--- config.mk ---
export PLATFORM = sky130hd
export DESIGN_NAME = decimal_size_parser_with_units_flat
export DESIGN_NICKNAME = d
export VERILOG_FILES = /design/src/rtl/dszp_pkg.sv /design/src/rtl/dszp_in_if.sv /design/src/rtl/dszp_out_if.sv /design/src/rtl/decimal_size_parser_with_units.sv /design/src/rtl/dszp_core.sv /design/src/flat_wrapper.sv
export SDC_FILE = /design/constraint.sdc
export NUM_CORES = 1
export LEC_CHECK = 0
export ABC_CLOCK_PERIOD_IN_PS = 12700
export BUFFER_PORTS_ARGS = -buffer_cell sky130_fd_sc_hd__buf_4
export CELL_PAD_IN_SITES_DETAIL_PLACEMENT = 1
export CELL_PAD_IN_SITES_GLOBAL_PLACEMENT = 1
export CORE_UTILIZATION = 51
export CTS_BUF_LIST = sky130_fd_sc_hd__clkbuf_16
export CTS_CLUSTER_DIAMETER = 150
export DETAILED_ROUTE_END_ITERATION = 10
export PLACE_DENSITY_LB_ADDON = 0.1
export SLEW_MARGIN = 10
export SYNTH_ARGS = -nofsm -noshare
export SYNTH_HDL_FRONTEND = slang
export SYNTH_SLANG_ARGS = --single-unit
--- constraint.sdc ---
create_clock -name clk -period 12.7 [get_ports clk]
set_clock_uncertainty 0.2 [all_clocks]
set_input_delay 0.635 -clock clk [delete_from_list [all_inputs] [get_ports clk]]
set_output_delay 0.635 -clock clk [all_outputs]
set_load 0.02 [all_outputs]
--- src/rtl/dszp_pkg.sv ---
`timescale 1ns / 1ps
// ----------------------------------------------------------------------------
// dszp_pkg
// Shared types and constants of the decimal size parser.
// ----------------------------------------------------------------------------
package dszp_pkg;

  // width of the result value field
  localparam int VALUE_W = 63;
  // default accumulator width
  localparam int DEF_VALUE_BITS = 63;

  // result status codes
  localparam logic [1:0] ST_OK       = 2'd0;
  localparam logic [1:0] ST_INVALID  = 2'd1;
  localparam logic [1:0] ST_OVERFLOW = 2'd2;

  // ascii constants
  localparam logic [7:0] CHAR_ZERO   = 8'h30;
  localparam logic [7:0] CASE_MASK   = 8'hDF;
  localparam logic [7:0] CHAR_UP_K   = 8'h4B;
  localparam logic [7:0] CHAR_UP_M   = 8'h4D;
  localparam logic [7:0] CHAR_UP_G   = 8'h47;
  localparam logic [7:0] DIGIT_MAX   = 8'd9;

  // size suffix codes
  typedef enum logic [1:0] {
    SFX_NONE,
    SFX_K,
    SFX_M,
    SFX_G
  } sfx_t;

  // one input byte as held in the input stage
  typedef struct packed {
    logic [7:0] char_byte;
    logic       last;
    logic       no_byte;
  } item_t;

  // result of the parse step for one byte
  typedef struct packed {
    logic               emit;
    logic [VALUE_W-1:0] value;
    logic [1:0]         status;
  } res_t;

endpackage

--- src/rtl/dszp_in_if.sv ---
`timescale 1ns / 1ps
// ----------------------------------------------------------------------------
// dszp_in_if
// Byte stream channel into the parser: valid/ready plus one ascii byte.
// ----------------------------------------------------------------------------
interface dszp_in_if;
  logic       valid;
  logic       ready;
  logic [7:0] char_byte;
  logic       last;
  logic       no_byte;

  modport source (output valid, output char_byte, output last, output no_byte,
                  input ready);
  modport sink (input valid, input char_byte, input last, input no_byte,
                output ready);
endinterface

--- src/rtl/dszp_out_if.sv ---
`timescale 1ns / 1ps
// ----------------------------------------------------------------------------
// dszp_out_if
// Result channel of the parser: valid/ready plus value and status.
// ----------------------------------------------------------------------------
interface dszp_out_if;
  logic                        valid;
  logic                        ready;
  logic [dszp_pkg::VALUE_W-1:0] value;
  logic [1:0]                  status;

  modport source (output valid, output value, output status, input ready);
  modport sink (input valid, input value, input status, output ready);
endinterface

--- src/rtl/decimal_size_parser_with_units.sv ---
`timescale 1ns / 1ps
// ----------------------------------------------------------------------------
// decimal_size_parser_with_units
// Parses an ascii decimal string, one byte per transaction, into an unsigned
// value with status; optional trailing K/M/G scales by 2^10/2^20/2^30.
// ----------------------------------------------------------------------------
//  channel  | direction | handshake     | payload
//  in_ch    | in        | valid/ready   | char_byte[7:0], last, no_byte
//  out_ch   | out       | valid/ready   | value[62:0], status[1:0]
//  cfg      | in        | cfg_wr_en     | cfg_wr_data = units_enable
//
//  one byte per cycle sustained while out_ch is not stalled; the final byte
//  of a string lands in the input register once accepted, then the parse
//  step writes its result into the result register
//  the accumulator loop closes combinationally around acc_r, the multiply by ten as shift-adds
//  synchronous active-low reset; units_enable resets to 1
//  a stalled result holds the parse stage; the input register takes one more
// ----------------------------------------------------------------------------
module decimal_size_parser_with_units #(
  parameter int VALUE_BITS = dszp_pkg::DEF_VALUE_BITS
) (
  input  logic       clk,
  input  logic       rst_n,
  dszp_in_if.sink    in_ch,
  dszp_out_if.source out_ch,
  input  logic       cfg_wr_en,
  input  logic       cfg_wr_data
);

  logic            units_r;
  logic            s1_valid_r, s1_valid_nxt;
  dszp_pkg::item_t s1_item_r;
  logic            out_valid_r, out_valid_nxt;
  dszp_pkg::res_t  out_res_r;
  dszp_pkg::res_t  res;
  logic            advance;
  logic            take;
  logic            in_take;

  assign advance     = !out_valid_r || out_ch.ready;
  assign take        = s1_valid_r && advance;
  assign in_ch.ready = !s1_valid_r || advance;
  assign in_take     = in_ch.valid && in_ch.ready;

  dszp_core #(
    .VALUE_BITS (VALUE_BITS)
  ) u_core (
    .clk          (clk),
    .rst_n        (rst_n),
    .take         (take),
    .item         (s1_item_r),
    .units_enable (units_r),
    .res          (res)
  );

  always_comb begin
    s1_valid_nxt = s1_valid_r;
    if (in_take) begin
      s1_valid_nxt = 1'b1;
    end else if (take) begin
      s1_valid_nxt = 1'b0;
    end
    out_valid_nxt = out_valid_r;
    if (take && res.emit) begin
      out_valid_nxt = 1'b1;
    end else if (out_ch.ready) begin
      out_valid_nxt = 1'b0;
    end
  end

  always_ff @(posedge clk) begin
    if (!rst_n) begin
      units_r     <= 1'b1;
      s1_valid_r  <= 1'b0;
      out_valid_r <= 1'b0;
    end else begin
      if (cfg_wr_en) begin
        units_r <= cfg_wr_data;
      end
      s1_valid_r  <= s1_valid_nxt;
      out_valid_r <= out_valid_nxt;
    end
  end

  // payload registers
  always_ff @(posedge clk) begin
    if (in_take) begin
      s1_item_r.char_byte <= in_ch.char_byte;
      s1_item_r.last      <= in_ch.last;
      s1_item_r.no_byte   <= in_ch.no_byte;
    end
    if (take && res.emit) begin
      out_res_r <= res;
    end
  end

  assign out_ch.valid  = out_valid_r;
  assign out_ch.value  = out_res_r.value;
  assign out_ch.status = out_res_r.status;

endmodule

--- src/rtl/dszp_core.sv ---
`timescale 1ns / 1ps
// ----------------------------------------------------------------------------
// dszp_core
// Per-byte parse step: digit accumulate with overflow precheck, size suffix
// handling, error tracking and end of string result.
// ----------------------------------------------------------------------------
module dszp_core #(
  parameter int VALUE_BITS = dszp_pkg::DEF_VALUE_BITS
) (
  input  logic            clk,
  input  logic            rst_n,
  input  logic            take,
  input  dszp_pkg::item_t item,
  input  logic            units_enable,
  output dszp_pkg::res_t  res
);

  localparam logic [VALUE_BITS-1:0] LIMIT  = '1;
  localparam logic [VALUE_BITS-1:0] CUTOFF = LIMIT / 10;
  localparam logic [3:0]            CUTLIM = 4'(LIMIT % 10);
  localparam logic [VALUE_BITS-1:0] LIM_K  = LIMIT >> 10;
  localparam logic [VALUE_BITS-1:0] LIM_M  = LIMIT >> 20;
  localparam logic [VALUE_BITS-1:0] LIM_G  = LIMIT >> 30;

  logic [VALUE_BITS-1:0] acc_r, acc_nxt;
  logic [1:0]            err_r, err_nxt;
  logic                  seen_r, seen_nxt;

  logic [7:0]            up;
  logic [7:0]            d8;
  logic                  is_digit;
  logic                  ovf;
  logic [VALUE_BITS+3:0] acc_x10;
  logic [VALUE_BITS-1:0] step_acc;
  logic [1:0]            step_err;
  logic                  step_seen;
  dszp_pkg::sfx_t        sfx;
  logic [VALUE_BITS-1:0] sh_val;
  logic [VALUE_BITS-1:0] sh_lim;
  logic [1:0]            status;
  logic [VALUE_BITS-1:0] val;

  assign up       = item.char_byte & dszp_pkg::CASE_MASK;
  assign d8       = item.char_byte - dszp_pkg::CHAR_ZERO;
  assign is_digit = (d8 <= dszp_pkg::DIGIT_MAX);
  assign ovf      = (acc_r >= CUTOFF) && ((acc_r > CUTOFF) || (d8[3:0] > CUTLIM));
  // acc * 10 + d as two shifted adds
  assign acc_x10  = ({4'd0, acc_r} << 3) + ({4'd0, acc_r} << 1)
                    + {{VALUE_BITS{1'b0}}, d8[3:0]};

  // suffix only on the final byte with units enabled
  always_comb begin
    sfx = dszp_pkg::SFX_NONE;
    if (item.last && units_enable) begin
      if (up == dszp_pkg::CHAR_UP_G) begin
        sfx = dszp_pkg::SFX_G;
      end else if (up == dszp_pkg::CHAR_UP_M) begin
        sfx = dszp_pkg::SFX_M;
      end else if (up == dszp_pkg::CHAR_UP_K) begin
        sfx = dszp_pkg::SFX_K;
      end
    end
  end

  always_comb begin
    unique case (sfx)
      dszp_pkg::SFX_K: begin
        sh_val = acc_r << 10;
        sh_lim = LIM_K;
      end
      dszp_pkg::SFX_M: begin
        sh_val = acc_r << 20;
        sh_lim = LIM_M;
      end
      dszp_pkg::SFX_G: begin
        sh_val = acc_r << 30;
        sh_lim = LIM_G;
      end
      dszp_pkg::SFX_NONE: begin
        sh_val = acc_r;
        sh_lim = LIMIT;
      end
    endcase
  end

  // digit step, first error wins
  always_comb begin
    step_acc  = acc_r;
    step_err  = err_r;
    step_seen = seen_r;
    if (err_r == dszp_pkg::ST_OK) begin
      if (!is_digit) begin
        step_err = dszp_pkg::ST_INVALID;
      end else if (ovf) begin
        step_err = dszp_pkg::ST_OVERFLOW;
      end else begin
        step_acc  = acc_x10[VALUE_BITS-1:0];
        step_seen = 1'b1;
      end
    end
  end

  always_comb begin
    res.emit = 1'b0;
    status   = dszp_pkg::ST_OK;
    val      = acc_r;
    acc_nxt  = step_acc;
    err_nxt  = step_err;
    seen_nxt = step_seen;
    if (item.no_byte) begin
      res.emit = 1'b1;
      if (err_r != dszp_pkg::ST_OK) begin
        status = err_r;
      end else if (!seen_r) begin
        status = dszp_pkg::ST_INVALID;
      end
    end else if (sfx != dszp_pkg::SFX_NONE) begin
      res.emit = 1'b1;
      val      = sh_val;
      if (err_r != dszp_pkg::ST_OK) begin
        status = err_r;
      end else if (!seen_r) begin
        status = dszp_pkg::ST_INVALID;
      end else if (acc_r > sh_lim) begin
        status = dszp_pkg::ST_OVERFLOW;
      end
    end else if (item.last) begin
      res.emit = 1'b1;
      status   = step_err;
      val      = step_acc;
    end
    // state starts over after every result
    if (res.emit) begin
      acc_nxt  = '0;
      err_nxt  = dszp_pkg::ST_OK;
      seen_nxt = 1'b0;
    end
    res.status = status;
    res.value  = (status == dszp_pkg::ST_OK) ? dszp_pkg::VALUE_W'(val) : '0;
  end

  always_ff @(posedge clk) begin
    if (!rst_n) begin
      acc_r  <= '0;
      err_r  <= dszp_pkg::ST_OK;
      seen_r <= 1'b0;
    end else if (take) begin
      acc_r  <= acc_nxt;
      err_r  <= err_nxt;
      seen_r <= seen_nxt;
    end
  end

endmodule
--- src/flat_wrapper.sv ---
// flat-port wrapper written by rule: the top's interface ports become plain ports
module decimal_size_parser_with_units_flat 
#(
  parameter int VALUE_BITS = dszp_pkg::DEF_VALUE_BITS
)
  (clk, rst_n, cfg_wr_en, cfg_wr_data, in_ch_valid, in_ch_char_byte, in_ch_last, in_ch_no_byte, in_ch_ready, out_ch_valid, out_ch_value, out_ch_status, out_ch_ready);
  dszp_in_if in_ch_i ();
  dszp_out_if out_ch_i ();
  input  logic clk;
  input  logic rst_n;
  input  logic cfg_wr_en;
  input  logic cfg_wr_data;
  input wire logic [$bits(in_ch_i.valid)-1:0] in_ch_valid;
  input wire logic [$bits(in_ch_i.char_byte)-1:0] in_ch_char_byte;
  input wire logic [$bits(in_ch_i.last)-1:0] in_ch_last;
  input wire logic [$bits(in_ch_i.no_byte)-1:0] in_ch_no_byte;
  output wire logic [$bits(in_ch_i.ready)-1:0] in_ch_ready;
  output wire logic [$bits(out_ch_i.valid)-1:0] out_ch_valid;
  output wire logic [$bits(out_ch_i.value)-1:0] out_ch_value;
  output wire logic [$bits(out_ch_i.status)-1:0] out_ch_status;
  input wire logic [$bits(out_ch_i.ready)-1:0] out_ch_ready;
  assign in_ch_i.valid = in_ch_valid;
  assign in_ch_i.char_byte = in_ch_char_byte;
  assign in_ch_i.last = in_ch_last;
  assign in_ch_i.no_byte = in_ch_no_byte;
  assign in_ch_ready = in_ch_i.ready;
  assign out_ch_valid = out_ch_i.valid;
  assign out_ch_value = out_ch_i.value;
  assign out_ch_status = out_ch_i.status;
  assign out_ch_i.ready = out_ch_ready;
  decimal_size_parser_with_units #(.VALUE_BITS(VALUE_BITS)) u_core (.clk(clk), .rst_n(rst_n), .in_ch(in_ch_i), .out_ch(out_ch_i), .cfg_wr_en(cfg_wr_en), .cfg_wr_data(cfg_wr_data));
endmodule
==> metrics.cfg <==
[drt]
vias_per_cell = 7.01
ant_nets = 0
drt_iter0_drc = 1415
drc = 0
wl_per_cell_um = 27.5
finalWirelength_mm = 50.4
drt_first_pass_iters = 7
vias = 12800

[job]
drv_cap = 0

[setup_path]
critPathLaunchType = flip-flop
crit_arrival_ps = 6600
end_kind = flip-flop
crit_type = reg -> reg
worst-path-max-fanout = 31
required_ps = 12810
r2r_cells = 19
rrSetupSlack_ps = 6210
reg2reg_to = u_core.out_ch.value[28]
r2r_start = u_core.s1_item_r[1]

[synth]
yosysWarnings = 0
ys_ff_latch = 144
netlist_area_um2 = 12500
postSynthAreaPerCell_um2 = 8.43
synth_edf_count = 75
ys_seq_area_share_pct = 29.0
synth.distinct_cells = 79
synthArstFlopShare_pct = 0
synth_nets = 1650
syn_inst = 1487
synth_flop_cell = edfxtp_1

[sta]
fin_crit_ps = 6490
worst_pin_slew_ps = 1420
rsz0062_at_grt = false
timing.final.crit_share_pct = 51.1
finalHoldViolations = 0
max_freq_mhz = 154
slew_headroom_pct = 4.73
slew_viol_final = 0
setup-tns-final_ps = 0
setup_viol = 0

[layout]
multi_input_area_um2 = 8340
antennaDiodeCount = 0
drive_gt1_share_pct = 10.9
seq_area_um2 = 3630
final_area_um2 = 13800
fin_nets = 1663
fillers = 2799
area_growth_pct = 10.5
instances_no_fill = 1832

[die]
fp-row-count = 56
die_w_um = 159
core-area_um2 = 23800
dieHeight_um = 159
design.die.area_um2 = 25200
initial_core_util_pct = 52.7
pin_count = 83

[power]
peakVddDrop_mv = 0.0926
p_leak_nw = 6.07
power_density_nw_per_um2 = 80.1

[grt]
grt_overflow = 0
met2_usage_pct = 65.5
grt_first_pass_wirelength_mm = 77.8
gr-usage-met1_pct = 49.0
antenna_found_initial = 0
busiest_layer = met2
use_met3_pct = 8.20
grt_max_degree = 45
grtUsageTotal_pct = 39.8
grt_pass1_vias = 13200

[clocking]
clkSinkCount = 144
clockBufferDepth = 2
postCtsHoldBufs = 0
cts_resized = 0
clk_pin_slew_ps = 70
ctsHtreeMaxLevel = 4
cts_tree = done
clock_latency_ps = 450
cts_root_buf = clkbuf_16
cts_buffers = 17
cts_setup_buffers = 0

[placement]
place_congestion = 0.931
placed_area_um2 = 13200
place_inst = 1800
hpwl_mm = 36.3
io_buffers = 82

[hold_path]
min_to = u_core.s1_item_r[0]
hold_class = in -> reg
worstHoldStart = in_ch_no_byte
hold_path_depth = 1

[run_status]
status = finished, final reports clean

## flip-flops by register name, summed over array words and instances (netlist names)
register and cells:
u_core.u_core.acc_r 63, u_core.s1_valid_r 1, u_core.u_core.seen_r 1, u_core.units_r 1, u_core.s1_item_r 10, u_core.u_core.err_r 2
u_core.out_ch.status 2, u_core.out_ch.value 63, u_core.out_ch.valid 1
## worst max-delay path by stage
stage,slack (ps),start,to,cells after the start
3_3_place_gp,6840,u_core.s1_item_r[1],u_core.out_ch.value[56],16
2_1_floorplan,8230,out_ch_ready,u_core.out_ch.status[0],4
6_report,6210,u_core.s1_item_r[1],u_core.out_ch.value[28],19
3_5_place_dp,6670,u_core.s1_item_r[1],u_core.out_ch.value[56],16
4_1_cts,6480,u_core.s1_item_r[1],u_core.out_ch.value[28],19
5_1_grt,6110,u_core.s1_item_r[1],u_core.out_ch.value[25],19
## power by group
part | switching [mW] | internal [mW]
sequential | 0.00702 | 0.497
combinational | 0.0552 | 0.0240
clock | 0.222 | 0.303
total | 0.285 | 0.825
## layout make-up
| class | instances | area share (%) |
|---|---|---|
| repair buffers | 100 | 5.42 |
| inverters | 33 | 0.895 |
| multi-input cells | 1204 | 60.2 |
| flip-flops and latches | 144 | 26.2 |
| clock inverters | 14 | 1.09 |
| well taps | 319 | 2.88 |
| clock buffers | 18 | 3.25 |
## cells in the mapped netlist, types with 14 or more instances
cell type / number / share of area [%]
a21o_1: 38 / 2.3
a21oi_1: 131 / 5.2
a221oi_1: 31 / 2.2
a22o_1: 21 / 1.5
a22oi_1: 35 / 2.1
a31oi_1: 18 / 0.90
and2_1: 19 / 0.95
and3_1: 14 / 0.70
buf_2: 19 / 0.76
clkbuf_1: 77 / 2.3
dfxtp_1: 69 / 11
edfxtp_1: 75 / 18
ha_1: 145 / 14
inv_1: 31 / 0.93
mux2i_1: 22 / 1.8
nand2_1: 147 / 4.4
nand3_1: 31 / 1.2
nand4_1: 28 / 1.4
nor2_1: 113 / 3.4
nor2b_1: 34 / 1.7
nor3_1: 32 / 1.3
o211ai_1: 14 / 0.84
o21ai_0: 89 / 3.6
xnor2_1: 39 / 2.7
xor2_1: 22 / 1.5
## cells in the final DEF, fill, tap and decap left out, drive strengths merged, types with 28 or more instances in the layout
master,synthesis,layout
a22oi,35,35
edfxtp,75,75
xnor2,39,39
inv,32,37
nand4,28,28
buf,29,100
dfxtp,69,69
a21oi,131,131
ha,145,145
nand3,31,31
nor3,32,32
a221oi,33,33
nor2,113,113
a21o,38,38
nand2,147,147
nor2b,34,34
o21ai,94,94
## worst max-delay path, cell delays in order (launching register included)
cell	delay, ps
edfxtp_1	720
and4bb_2	430
and2_1	180
and4_1	410
nor2_1	850
inv_1	90
buf_4	260
ha_1	340
a21o_1	190
a21o_1	170
a21oi_1	150
nor2_1	60
a211oi_1	330
o21ai_0	150
o211ai_1	120
o22ai_1	170
or2_2	580
buf_4	350
inv_2	280
o221a_2	260
## per-layer routing
layer  part of all wire, %  up-vias
met5                     0        -
met4                   5.8        0
met3                   8.8      212
met2                    47      718
met1                    39     6242
li1                      -     5667
## stage by stage
stage               hold slack (ps)  setup WS, ps  util [%]  power, mW
floorplan                       255          8230         -      0.558
global route                    161          6110      58.3       1.13
finish                          161          6210      58.3       1.11
detailed placement              331          6670      55.8      0.590
CTS                             161          6480      58.3       1.10
global placement                314          6840      55.8      0.589
## cells by family (layout without fill, tap and decap cells)
group / Yosys count / after routing / synth area share [%]
mux: 30 / 30 / 2.48
xor+xnor: 61 / 61 / 4.26
flops: 144 / 144 / 29.0
simple gates: 464 / 464 / 17.9
buf+inv: 139 / 165 / 4.56
fa+ha+maj: 147 / 147 / 14.8
compound gates: 502 / 502 / 27.0
Power figures use the tool's default switching activity.
